===== src/rtl/per_bin_running_mean_stdev_defines.svh =====
// Assertion macros shared by the per-bin running statistics RTL.
`ifndef PER_BIN_RUNNING_MEAN_STDEV_DEFINES_SVH
`define PER_BIN_RUNNING_MEAN_STDEV_DEFINES_SVH

// Same-cycle implication, sampled on clk and disabled while rst_n is low.
`define PBRMS_ASSERT_IMPL(label, ante, cons) \
    label: assert property (@(posedge clk) disable iff (!rst_n) (ante) |-> (cons)) \
        else $error("per_bin_running_mean_stdev: check failed");

// Next-cycle implication, sampled on clk and disabled while rst_n is low.
`define PBRMS_ASSERT_NEXT(label, ante, cons) \
    label: assert property (@(posedge clk) disable iff (!rst_n) (ante) |=> (cons)) \
        else $error("per_bin_running_mean_stdev: check failed");

`endif


===== src/rtl/pbrms_pkg.sv =====
// Shared widths, limits and pipeline side-band types of the running statistics block.
package pbrms_pkg;

    localparam int BIN_W      = 9;
    localparam int REP_W      = 16;
    localparam int K_W        = 17;
    localparam int GAIN_W     = 32;
    localparam int GSQ_W      = 64;
    localparam int PH_W       = 19;
    localparam int PSQ_W      = 36;
    localparam int PMSQ_W     = 37;
    localparam int PDEV_W     = 38;
    localparam int PSPR_W     = 18;
    localparam int CO_W       = 17;
    localparam int CSQ_W      = 33;
    localparam int CMSQ_W     = 34;

    localparam int DIV_STAGES  = 32;
    localparam int ROOT_STAGES = 32;

    localparam logic [PSQ_W-1:0] PSQ_MAX = {PSQ_W{1'b1}};
    localparam logic [CSQ_W-1:0] CSQ_MAX = {CSQ_W{1'b1}};

    // Everything the write-back stage needs besides the quotients.
    typedef struct packed {
        logic [BIN_W-1:0]        bin;
        logic                    first;
        logic                    gdir;
        logic                    gqdir;
        logic                    pdir;
        logic                    pqdir;
        logic                    cdir;
        logic                    cqdir;
        logic [GAIN_W-1:0]       gm;
        logic [GSQ_W-1:0]        gq;
        logic signed [PH_W-1:0]  pm;
        logic [PSQ_W-1:0]        pq;
        logic [CO_W-1:0]         cm;
        logic [CSQ_W-1:0]        cq;
    } upd_side_t;

    // Everything the output stage needs besides the roots.
    typedef struct packed {
        logic [BIN_W-1:0]        bin;
        logic                    first;
        logic [GAIN_W-1:0]       gm;
        logic signed [PH_W-1:0]  pm;
        logic [CO_W-1:0]         cm;
    } out_side_t;

endpackage


===== src/rtl/pbrms_div.sv =====
// Pipelined restoring divider of a W-bit dividend by a 17-bit divisor.
module pbrms_div #(
    parameter int W = 32
) (
    input  logic                      clk,
    input  logic                      en,
    input  logic [pbrms_pkg::K_W-1:0] k,
    input  logic [W-1:0]              num,
    output logic [W-1:0]              quot
);

    localparam int NS  = pbrms_pkg::DIV_STAGES;
    localparam int BPS = (W + NS - 1) / NS;
    localparam int DW  = BPS * NS;
    localparam int KW  = pbrms_pkg::K_W;

    logic [DW-1:0] num_reg [NS];
    logic [KW-2:0] rem_reg [NS];
    logic [KW-1:0] k_reg   [NS];

    for (genvar s = 0; s < NS; s++) begin : g_stage
        logic [DW-1:0] num_in;
        logic [KW-2:0] rem_in;
        logic [KW-1:0] k_in;
        logic [DW-1:0] num_next;
        logic [KW-2:0] rem_next;

        if (s == 0) begin : g_first
            assign num_in = DW'(num);
            assign rem_in = '0;
            assign k_in   = k;
        end
        else begin : g_rest
            assign num_in = num_reg[s-1];
            assign rem_in = rem_reg[s-1];
            assign k_in   = k_reg[s-1];
        end

        // Each stage retires BPS quotient bits; the quotient shifts in behind the dividend.
        always_comb
        begin
            logic [KW-1:0] t;
            num_next = num_in;
            rem_next = rem_in;
            for (int b = 0; b < BPS; b++)
            begin
                t = {rem_next, num_next[DW-1]};
                num_next = {num_next[DW-2:0], 1'b0};
                if (t >= k_in)
                begin
                    rem_next = (KW-1)'(t - k_in);
                    num_next[0] = 1'b1;
                end
                else
                begin
                    rem_next = t[KW-2:0];
                end
            end
        end

        always_ff @(posedge clk)
        begin
            if (en)
            begin
                num_reg[s] <= num_next;
                rem_reg[s] <= rem_next;
                k_reg[s]   <= k_in;
            end
        end
    end

    assign quot = num_reg[NS-1][W-1:0];

endmodule


===== config.mk =====
export PLATFORM = sky130hd
export DESIGN_NAME = pbrms_div
export DESIGN_NICKNAME = d
export VERILOG_FILES = /design/src/rtl/per_bin_running_mean_stdev_defines.svh /design/src/rtl/pbrms_pkg.sv /design/src/rtl/pbrms_div.sv
export SDC_FILE = /design/constraint.sdc
export NUM_CORES = 2
export LEC_CHECK = 0
export ABC_AREA = 1
export BUFFER_PORTS_ARGS = -buffer_cell sky130_fd_sc_hd__buf_2
export CORE_UTILIZATION = 47
export CTS_CLUSTER_DIAMETER = 200
export DETAILED_ROUTE_END_ITERATION = 12
export GPL_TIMING_DRIVEN = 0
export HOLD_SLACK_MARGIN = 0.03
export PLACE_DENSITY = 0.64
export RECOVER_POWER = 100
export SLEW_MARGIN = 20
export SYNTH_ARGS = -nofsm -noshare
export SYNTH_HDL_FRONTEND = slang
export SYNTH_SLANG_ARGS = --single-unit

===== constraint.sdc =====
create_clock -name clk -period 3.56 [get_ports clk]
set_input_delay 0.712 -clock clk [delete_from_list [all_inputs] [get_ports clk]]
set_output_delay 0.712 -clock clk [all_outputs]
set_load 0.01 [all_outputs]

==> flow_metrics.tcl <==
set metrics [dict create \
    status "complete, but fails checks" \
    violations "capacitance limit, slew limit" \
    firstDrtPassIters 6 \
    vias_per_cell 4.95 \
    clk_latency_ns 0.86 \
    die-area_sq_um 221000 \
    wl_met2_um 108000 \
    first_global_vias 66000 \
    highest_layer "met4" \
    synth_edf_count 2047 \
    synth_top_cells_by_count "nand2_1, edfxtp_1, inv_1" \
    hold_viol 0 \
    critPathLaunchType "input port" \
    ys_seq_area_share_pct 59.8 \
    ys.flop_type "edfxtp_1" \
    largest_reg_flops 1024 \
    drive_gt1_share_pct 5.19 \
    die_w_um 470 \
    max-cap-violations 5 \
    r2r_end "rem_reg[1][43]" \
    drt_iter0_drc 4789 \
    place_hpwl_um 171000 \
    dp_worst_setup_slack_ns -0.705 \
    met1_length_um 105000 \
    initial_core_util_pct 47.3 \
    cts_buffers 216 \
    skew_ns 0.0455 \
    fin_tns_setup_ns 0 \
    finalSetupViolCount 0 \
    grt_max_degree 153 \
    maxSlewViolCount 566 \
    cts_sinks 2047 \
    min_period_ns 3.27 \
    netlist.area_leader.share_pct 59.8 \
    worstPathMaxFanout 144 \
    slew-limit-headroom_pct -53.6 \
    holdPathEnd "k_reg[0][1]" \
    synth_top_area_cell "edfxtp_1" \
    grt_overflow_total 0 \
    ys_seq_elements 2047 \
    vias 68600 \
    rsz0062_at_grt "false" \
    cts-htree-levels 4 \
    routed_wl_um 229000 \
    r2r_slack_ns 0.39 \
    synth_top_family_by_area "simple AND/OR/NAND/NOR gates" \
    syn_inst 10500 \
    wl_per_cell_um 16.5 \
    avgSynthCellArea_sq_um 9.83 \
    post-route-period-util_pct 91.9 \
    p_leak_nw 53.4 \
    cts_tree "done" \
    final_antenna_net_count 0 \
    antenna_found_initial 1 \
    path_class "input port to flop" \
    cts_resized 0 \
    synth.net_count 11100 \
    rows 171 \
    wl_met3_um 9090 \
    core_area_sq_um 217000 \
    area_delta_synth_final_pct 11.1 \
    synthAdderAreaFrac_pct 7.03 \
    cp-end-kind "flop" \
    hold_start "k[1]" \
    holdPathStages 1 \
    yosysUniqueCellTypes 36 \
    powerDensity_nw_per_um2 806 \
    worstPathRequired_ns 4.05 \
    track_usage_pct 20.6 \
    yosys.cell_count.top_type "nand2_1" \
    muxShareOfSynthArea_pct 0 \
    whs_ns 0.195 \
    dpl.cell_count 13400 \
    nNetsFinal 11400 \
    r2r_cells 13 \
    netlist_area_sq_um 103000 \
    worstMarginPinSlew_ns 2.30 \
    yosysWarnings 0 \
    hp-class "input port to flop" \
    fin_cells 13900 \
    root_buffer "clkbuf_16" \
    synth-simple-area-share_pct 22.3 \
    synthTopCellsByArea "edfxtp_1, nand2_1, inv_1" \
    path_clk_slew_ns 0.06 \
    die_h_um 470 \
    async_flop_share_pct 0 \
    synth_xor_area_share_pct 1.54 \
    io_buffers 82 \
    grt_pass1_wl_um 360000 \
    cts_max_path_buffers 3 \
    ir_drop_mv 0.529 \
    place_congestion 0.908 \
    finalWorstSetupSlack_ns 0.290 \
    drc 0 \
    critPathArrivalTime_ns 3.76 \
    fmax_ghz 0.306 \
    io_pins 83 \
    r2r_start "k_reg[1][27]" \
    synth_compound_area_share_pct 1.76 \
    cts_setup_buffers 0 \
]
==> layer usage <==
metal	track usage, %	vias up
met2	34.5	1309
li1	-	34800
met4	6.37	0
met5	0	-
met3	2.46	371
met1	28.1	32100
==> timing repair <==
action                     CTS  global route
hold endpoints to repair    47             0
hold buffers                47             0
setup endpoints to repair    0            21
==> power by group <==
group / internal (mW) / total, mW / switching, mW / leakage [nW]
combinational: 11.5 / 34.4 / 22.9 / 29.7
sequential: 32.3 / 34.9 / 2.59 / 20.1
clock: 13.2 / 22.8 / 9.55 / 3.53
==> cell families (layout without fill, tap and decap cells) <==
kind of cell,count (synthesis),after routing
simple gates,5342,5342
flops,2047,2047
buf+inv,1979,2531
fa+ha+maj,559,559
compound gates,342,342
xor+xnor,181,181
other cells,0,1
==> critical path, stage by stage <==
cell and delay [ns]:
buf_12 0.25, buf_16 0.37, clkbuf_4 1.38, buf_12 0.53
==> cells in the final DEF (no fill, tap or decap), types with 44 or more instances in the layout <==
cell type      instances
nor2_1               453
xnor2_1               44
inv_1               1871
clkbuf_1             121
clkbuf_16            219
nand3_1              827
ha_1                 529
edfxtp_1            2047
dlygate4sd3_1         47
nand4_1              137
nor3_1                86
xor2_1               137
a21oi_1              271
nand2_1             3595
nand3b_1             100
buf_2                 76
==> stage by stage <==
step,instance area (sq um),util (%),total power [mW]
2_1_floorplan,103000,-,59.8
3_3_place_gp,107000,49.2,71.5
3_5_place_dp,107000,49.4,70.3
4_1_cts,115000,52.9,93.6
5_1_grt,114000,52.6,99.0
6_report,114000,52.6,92.1
==> how the worst max path moves through the flow <==
stage | slack [ns] | from | end
final | 0.29 | en | rem_reg[0][63]
after global placement | -29.91 | en | num_reg[1][475]
after detailed placement | -0.70 | en | num_reg[1][491]
after CTS | 0.22 | en | num_reg[1][359]
after global routing | 0.14 | en | k_reg[0][83]
after floorplan | 1.64 | k_reg[0][204] | rem_reg[0][216]
==> cell type report <==
type | count | area (sq um)
diodes | 1 | 2.50
plain buffers | 98 | 485
clock buffers | 253 | 5610
clock inverters | 153 | 1710
fillers | 19400 | 103000
inverters | 1881 | 7060
multi-input cells | 6424 | 33100
flip-flops and latches | 2047 | 61500
well taps | 2854 | 3570
repair buffers | 146 | 1190
(Power assumes the default switching activity.)
