**src/rtl/per_bin_running_mean_stdev_defines.svh**
```systemverilog
// Assertion macros shared by the per-bin running statistics RTL.
`ifndef PER_BIN_RUNNING_MEAN_STDEV_DEFINES_SVH
`define PER_BIN_RUNNING_MEAN_STDEV_DEFINES_SVH

// Same-cycle implication, sampled on clk and disabled while rst_n is low.
`define PBRMS_ASSERT_IMPL(label, ante, cons) \
    label: assert property (@(posedge clk) disable iff (!rst_n) (ante) |-> (cons)) \
        else $error("per_bin_running_mean_stdev: check failed");

// Next-cycle implication, sampled on clk and disabled while rst_n is low.
`define PBRMS_ASSERT_NEXT(label, ante, cons) \
    label: assert property (@(posedge clk) disable iff (!rst_n) (ante) |=> (cons)) \
        else $error("per_bin_running_mean_stdev: check failed");

`endif

```
**src/rtl/pbrms_pkg.sv**
```systemverilog
// Shared widths, limits and pipeline side-band types of the running statistics block.
package pbrms_pkg;

    localparam int BIN_W      = 9;
    localparam int REP_W      = 16;
    localparam int K_W        = 17;
    localparam int GAIN_W     = 32;
    localparam int GSQ_W      = 64;
    localparam int PH_W       = 19;
    localparam int PSQ_W      = 36;
    localparam int PMSQ_W     = 37;
    localparam int PDEV_W     = 38;
    localparam int PSPR_W     = 18;
    localparam int CO_W       = 17;
    localparam int CSQ_W      = 33;
    localparam int CMSQ_W     = 34;

    localparam int DIV_STAGES  = 32;
    localparam int ROOT_STAGES = 32;

    localparam logic [PSQ_W-1:0] PSQ_MAX = {PSQ_W{1'b1}};
    localparam logic [CSQ_W-1:0] CSQ_MAX = {CSQ_W{1'b1}};

    // Everything the write-back stage needs besides the quotients.
    typedef struct packed {
        logic [BIN_W-1:0]        bin;
        logic                    first;
        logic                    gdir;
        logic                    gqdir;
        logic                    pdir;
        logic                    pqdir;
        logic                    cdir;
        logic                    cqdir;
        logic [GAIN_W-1:0]       gm;
        logic [GSQ_W-1:0]        gq;
        logic signed [PH_W-1:0]  pm;
        logic [PSQ_W-1:0]        pq;
        logic [CO_W-1:0]         cm;
        logic [CSQ_W-1:0]        cq;
    } upd_side_t;

    // Everything the output stage needs besides the roots.
    typedef struct packed {
        logic [BIN_W-1:0]        bin;
        logic                    first;
        logic [GAIN_W-1:0]       gm;
        logic signed [PH_W-1:0]  pm;
        logic [CO_W-1:0]         cm;
    } out_side_t;

endpackage

```
**src/rtl/pbrms_sqrt.sv**
```systemverilog
// Pipelined digit-by-digit integer square root, one root bit per stage.
module pbrms_sqrt #(
    parameter int W = 64
) (
    input  logic           clk,
    input  logic           en,
    input  logic [W-1:0]   rad,
    output logic [W/2-1:0] root
);

    localparam int NS = pbrms_pkg::ROOT_STAGES;
    localparam int R  = W / 2;

    logic [W-1:0] rad_reg  [NS];
    logic [R:0]   rem_reg  [NS];
    logic [R-1:0] root_reg [NS];

    for (genvar s = 0; s < NS; s++) begin : g_stage
        logic [W-1:0] rad_in;
        logic [R:0]   rem_in;
        logic [R-1:0] root_in;
        logic [W-1:0] rad_next;
        logic [R:0]   rem_next;
        logic [R-1:0] root_next;

        if (s == 0) begin : g_first
            assign rad_in  = rad;
            assign rem_in  = '0;
            assign root_in = '0;
        end
        else begin : g_rest
            assign rad_in  = rad_reg[s-1];
            assign rem_in  = rem_reg[s-1];
            assign root_in = root_reg[s-1];
        end

        if (s < R) begin : g_step
            always_comb
            begin
                logic [R+2:0] t;
                logic [R+2:0] trial;
                t        = {rem_in, rad_in[W-1:W-2]};
                trial    = {1'b0, root_in, 2'b01};
                rad_next = {rad_in[W-3:0], 2'b00};
                if (t >= trial)
                begin
                    rem_next  = (R+1)'(t - trial);
                    root_next = {root_in[R-2:0], 1'b1};
                end
                else
                begin
                    rem_next  = t[R:0];
                    root_next = {root_in[R-2:0], 1'b0};
                end
            end
        end
        else begin : g_hold
            // The root is complete; the remaining stages only delay it.
            assign rad_next  = '0;
            assign rem_next  = '0;
            assign root_next = root_in;
        end

        always_ff @(posedge clk)
        begin
            if (en)
            begin
                rad_reg[s]  <= rad_next;
                rem_reg[s]  <= rem_next;
                root_reg[s] <= root_next;
            end
        end
    end

    assign root = root_reg[NS-1];

endmodule

```
**config.mk**
```make
export PLATFORM = sky130hd
export DESIGN_NAME = pbrms_sqrt
export DESIGN_NICKNAME = d
export VERILOG_FILES = /design/src/rtl/per_bin_running_mean_stdev_defines.svh /design/src/rtl/pbrms_pkg.sv /design/src/rtl/pbrms_sqrt.sv
export SDC_FILE = /design/constraint.sdc
export NUM_CORES = 2
export LEC_CHECK = 0
export BUFFER_PORTS_ARGS = -buffer_cell sky130_fd_sc_hd__buf_4
export CAP_MARGIN = 0
export CORE_MARGIN = 3
export CORE_UTILIZATION = 55
export DETAILED_ROUTE_END_ITERATION = 12
export PLACE_DENSITY = 0.71
export SETUP_SLACK_MARGIN = 0.02
export SYNTH_ARGS = -nofsm -noshare
export SYNTH_HDL_FRONTEND = slang
export SYNTH_MEMORY_MAX_BITS = 65536
export SYNTH_SLANG_ARGS = --single-unit
```
**constraint.sdc**
```tcl
create_clock -name clk -period 5.3 [get_ports clk]
set_input_delay 0.265 -clock clk [delete_from_list [all_inputs] [get_ports clk]]
set_output_delay 0.265 -clock clk [all_outputs]
set_load 0.01 [all_outputs]
```
==> flow_summary.json <==
{
  "layout.cells.non_filler": 12400,
  "synth_top_family_by_area": "simple AND/OR/NAND/NOR gates",
  "wl_met3_um": 12600,
  "post_synth_fa_ha_maj_area_fraction_pct": 6.02,
  "p_leak_nw": 50.0,
  "tightestPinTransition_ns": 1.32,
  "placed_cells": 11900,
  "rsz0062_at_grt": "no",
  "synth_area_leader_cell": "edfxtp_1",
  "start_kind": "flip-flop",
  "drt_pass1_iterations": 6,
  "netlist_instances": 9057,
  "critPathRequiredTime_ns": 5.92,
  "layout_common_cells": "2,495 x edfxtp_1, 733 x inv_1, 664 x nand2_1",
  "synth_area_leaders": "edfxtp_1 64%, ha_1 6.0%, xnor2_1 2.9%, xor2_1 2.9%, inv_1 2.4%",
  "fin_crit_sh_pct": 81.4,
  "grt_max_degree": 189,
  "hold_buffers": 88,
  "cts_tree": "done",
  "num_vias": 71200,
  "insertion_delay_ns": 0.92,
  "power_frac_comb_pct": 20.8,
  "hold_path.class": "input port to flip-flop",
  "cts.path.max_buffers": 4,
  "crit_type": "flip-flop to flip-flop",
  "synth_edf_count": 2495,
  "powerDensity_nw_per_um2": 438,
  "cts.sinks": 2495,
  "top_layer": "met4",
  "drtAntennaViolNets": 0,
  "cap_violations": 0,
  "p_sw_share_pct": 28.3,
  "setup_viol": 0,
  "wl_met2_um": 119000,
  "peakVddDrop_v": 0.000368,
  "gp_congestion": 0.947,
  "ys_seq_area_share_pct": 64.3,
  "min_period_ns": 4.32,
  "die_w_um": 466,
  "total_power_mw": 57.2,
  "syn_area_per_cell_um2": 12.9,
  "p_sw_mw": 16.2,
  "end_kind": "flip-flop",
  "cts_resized": 0,
  "grt_pass1_wl_um": 383000,
  "avgRoutedWirePerCell_um": 19.8,
  "routed_via_density": 5.73,
  "ys_async_sr_fraction_pct": 0,
  "fmax_mhz": 232,
  "die_area_um2": 217000,
  "synth_cell_types": 89,
  "start_util_pct": 55.4,
  "p_int_mw": 41.0,
  "area_growth_syn_to_layout_pct": 12.1,
  "crit_arrival_ns": 4.94,
  "ys_dominant_reg_cell": "edfxtp_1",
  "layout_commonest_cell": "edfxtp_1",
  "synth_top_area_share_pct": 64.3,
  "finalHoldViolCount": 0,
  "clkPwrFrac_pct": 32.5,
  "drive_above_1_share_pct": 7.58,
  "synthXorXnorAreaFrac_pct": 5.83,
  "slew_violations": 0,
  "yosys_warnings": 0,
  "antenna_found_initial": 1,
  "detail_route.wirelength.met1_um": 106000,
  "post-dp-hpwl_um": 175000,
  "htree_num_levels": 5,
  "status": "completed",
  "cts_setup_buffers": 0,
  "post-place-ws_ns": 1.09,
  "skew_ns": 0.0748,
  "maxSlewHeadroom_pct": 11.8,
  "finalNetCount": 10100,
  "wl_um": 246000,
  "synth_fp_nets": 9684,
  "drtIter0Drc": 6249,
  "timing.setup.tns_ns": 0,
  "core_area_um2": 210000,
  "track_usage_pct": 22.3,
  "synth_compound_area_share_pct": 9.75,
  "cts_root_buf": "clkbuf_16",
  "mappedNetlistArea_um2": 117000,
  "largest_reg_flops": 992,
  "cts.reportedPaths.clkPinSlew_ns": 0.06,
  "nFillCells": 15900,
  "cts_buffers": 282,
  "synthSimpleGateAreaFrac_pct": 9.95,
  "rows": 168,
  "synthMuxAreaShare_pct": 1.26,
  "fin_util_pct": 62.1,
  "ioPinCount": 98,
  "setup_slack_ns": 0.983,
  "portBuffers": 97,
  "first_global_vias": 69300,
  "drc": 0,
  "ys_seq_elements": 2495,
  "cp_max_fo": 21,
  "pwr-share-seq_pct": 46.8,
  "grt_overflow": 0,
  "die-height_um": 466
}
[kinds of logic after synthesis]
family,count (synthesis)
DFF,2495
and+or+nand+nor,2363
AOI/OAI and AO/OA,1829
buffers and inverters,899
xor gates and xnor gates,776
adders and majority gates,561
muxes,133
other,1
[cells in the mapped netlist, types with 124 or more instances]
master / instances
edfxtp_1: 2495
inv_1: 733
nand2_1: 664
ha_1: 561
nor2_1: 548
a21oi_1: 524
o21ai_0: 508
xnor2_1: 388
xor2_1: 388
a21o_1: 249
nor3_1: 239
clkbuf_1: 154
nand3_1: 142
nor4_1: 124
[layer usage]
metal  up-vias  GRT usage [%]
met5         -              0
met4         0           7.80
li1      34300              -
met2      2039           37.0
met3       494           3.02
met1     34400           30.2
[final timing paths]
| path | slack (ns) | to | start | cells after the start |
|---|---|---|---|---|
| setup / recovery | 0.98 | rem_reg[1][274] | rem_reg[1][231] | 11 |
| hold / removal | 0.08 | rad_reg[0][52] | rad[52] | 2 |
| setup reg to reg | 0.98 | rem_reg[1][274] | rem_reg[1][231] | 11 |
| hold reg to reg | 0.38 | rad_reg[0][401] | rad_reg[0][337] | 0 |
[metrics by stage]
step | cell area (µm²) | hold WS (ns)
after floorplan | 117000 | 0.364
after global placement | 121000 | 0.400
after detailed placement | 121000 | 0.405
after CTS | 131000 | 0.00630
after global routing | 131000 | 0.0305
final | 131000 | 0.0824
[power by group through the flow]
stage | Combinational [mW] | Sequential [mW] | Clock (mW)
after global placement | 11.4 | 27.1 | 0
after global routing | 13.1 | 27.0 | 19.9
after floorplan | 8.63 | 26.2 | 0
final | 11.9 | 26.8 | 18.6
after CTS | 11.8 | 26.7 | 19.1
after detailed placement | 11.6 | 27.1 | 0
[final cells by class]
cell class,instances,area [µm²],area share [%]
antenna,1,2.50,0.00192
timing repair buffer,253,2330,1.78
sequential,2495,74900,57.4
clock inverter,141,1350,1.03
inverter,734,2760,2.11
tap,2805,3510,2.69
clock buffer,339,7420,5.68
multi-input combinational,5663,38400,29.4
[critical path, stage by stage (launching register included)]
cell	delay (ns)
edfxtp_1	0.39
ha_1	0.37
o21a_1	0.14
o21ai_0	0.32
a21oi_1	0.22
nor4b_1	0.67
o31ai_1	0.25
a21oi_1	0.40
o211a_1	0.59
buf_4	0.29
buf_4	0.25
o21ai_0	0.13
(Power assumes the default switching activity.)
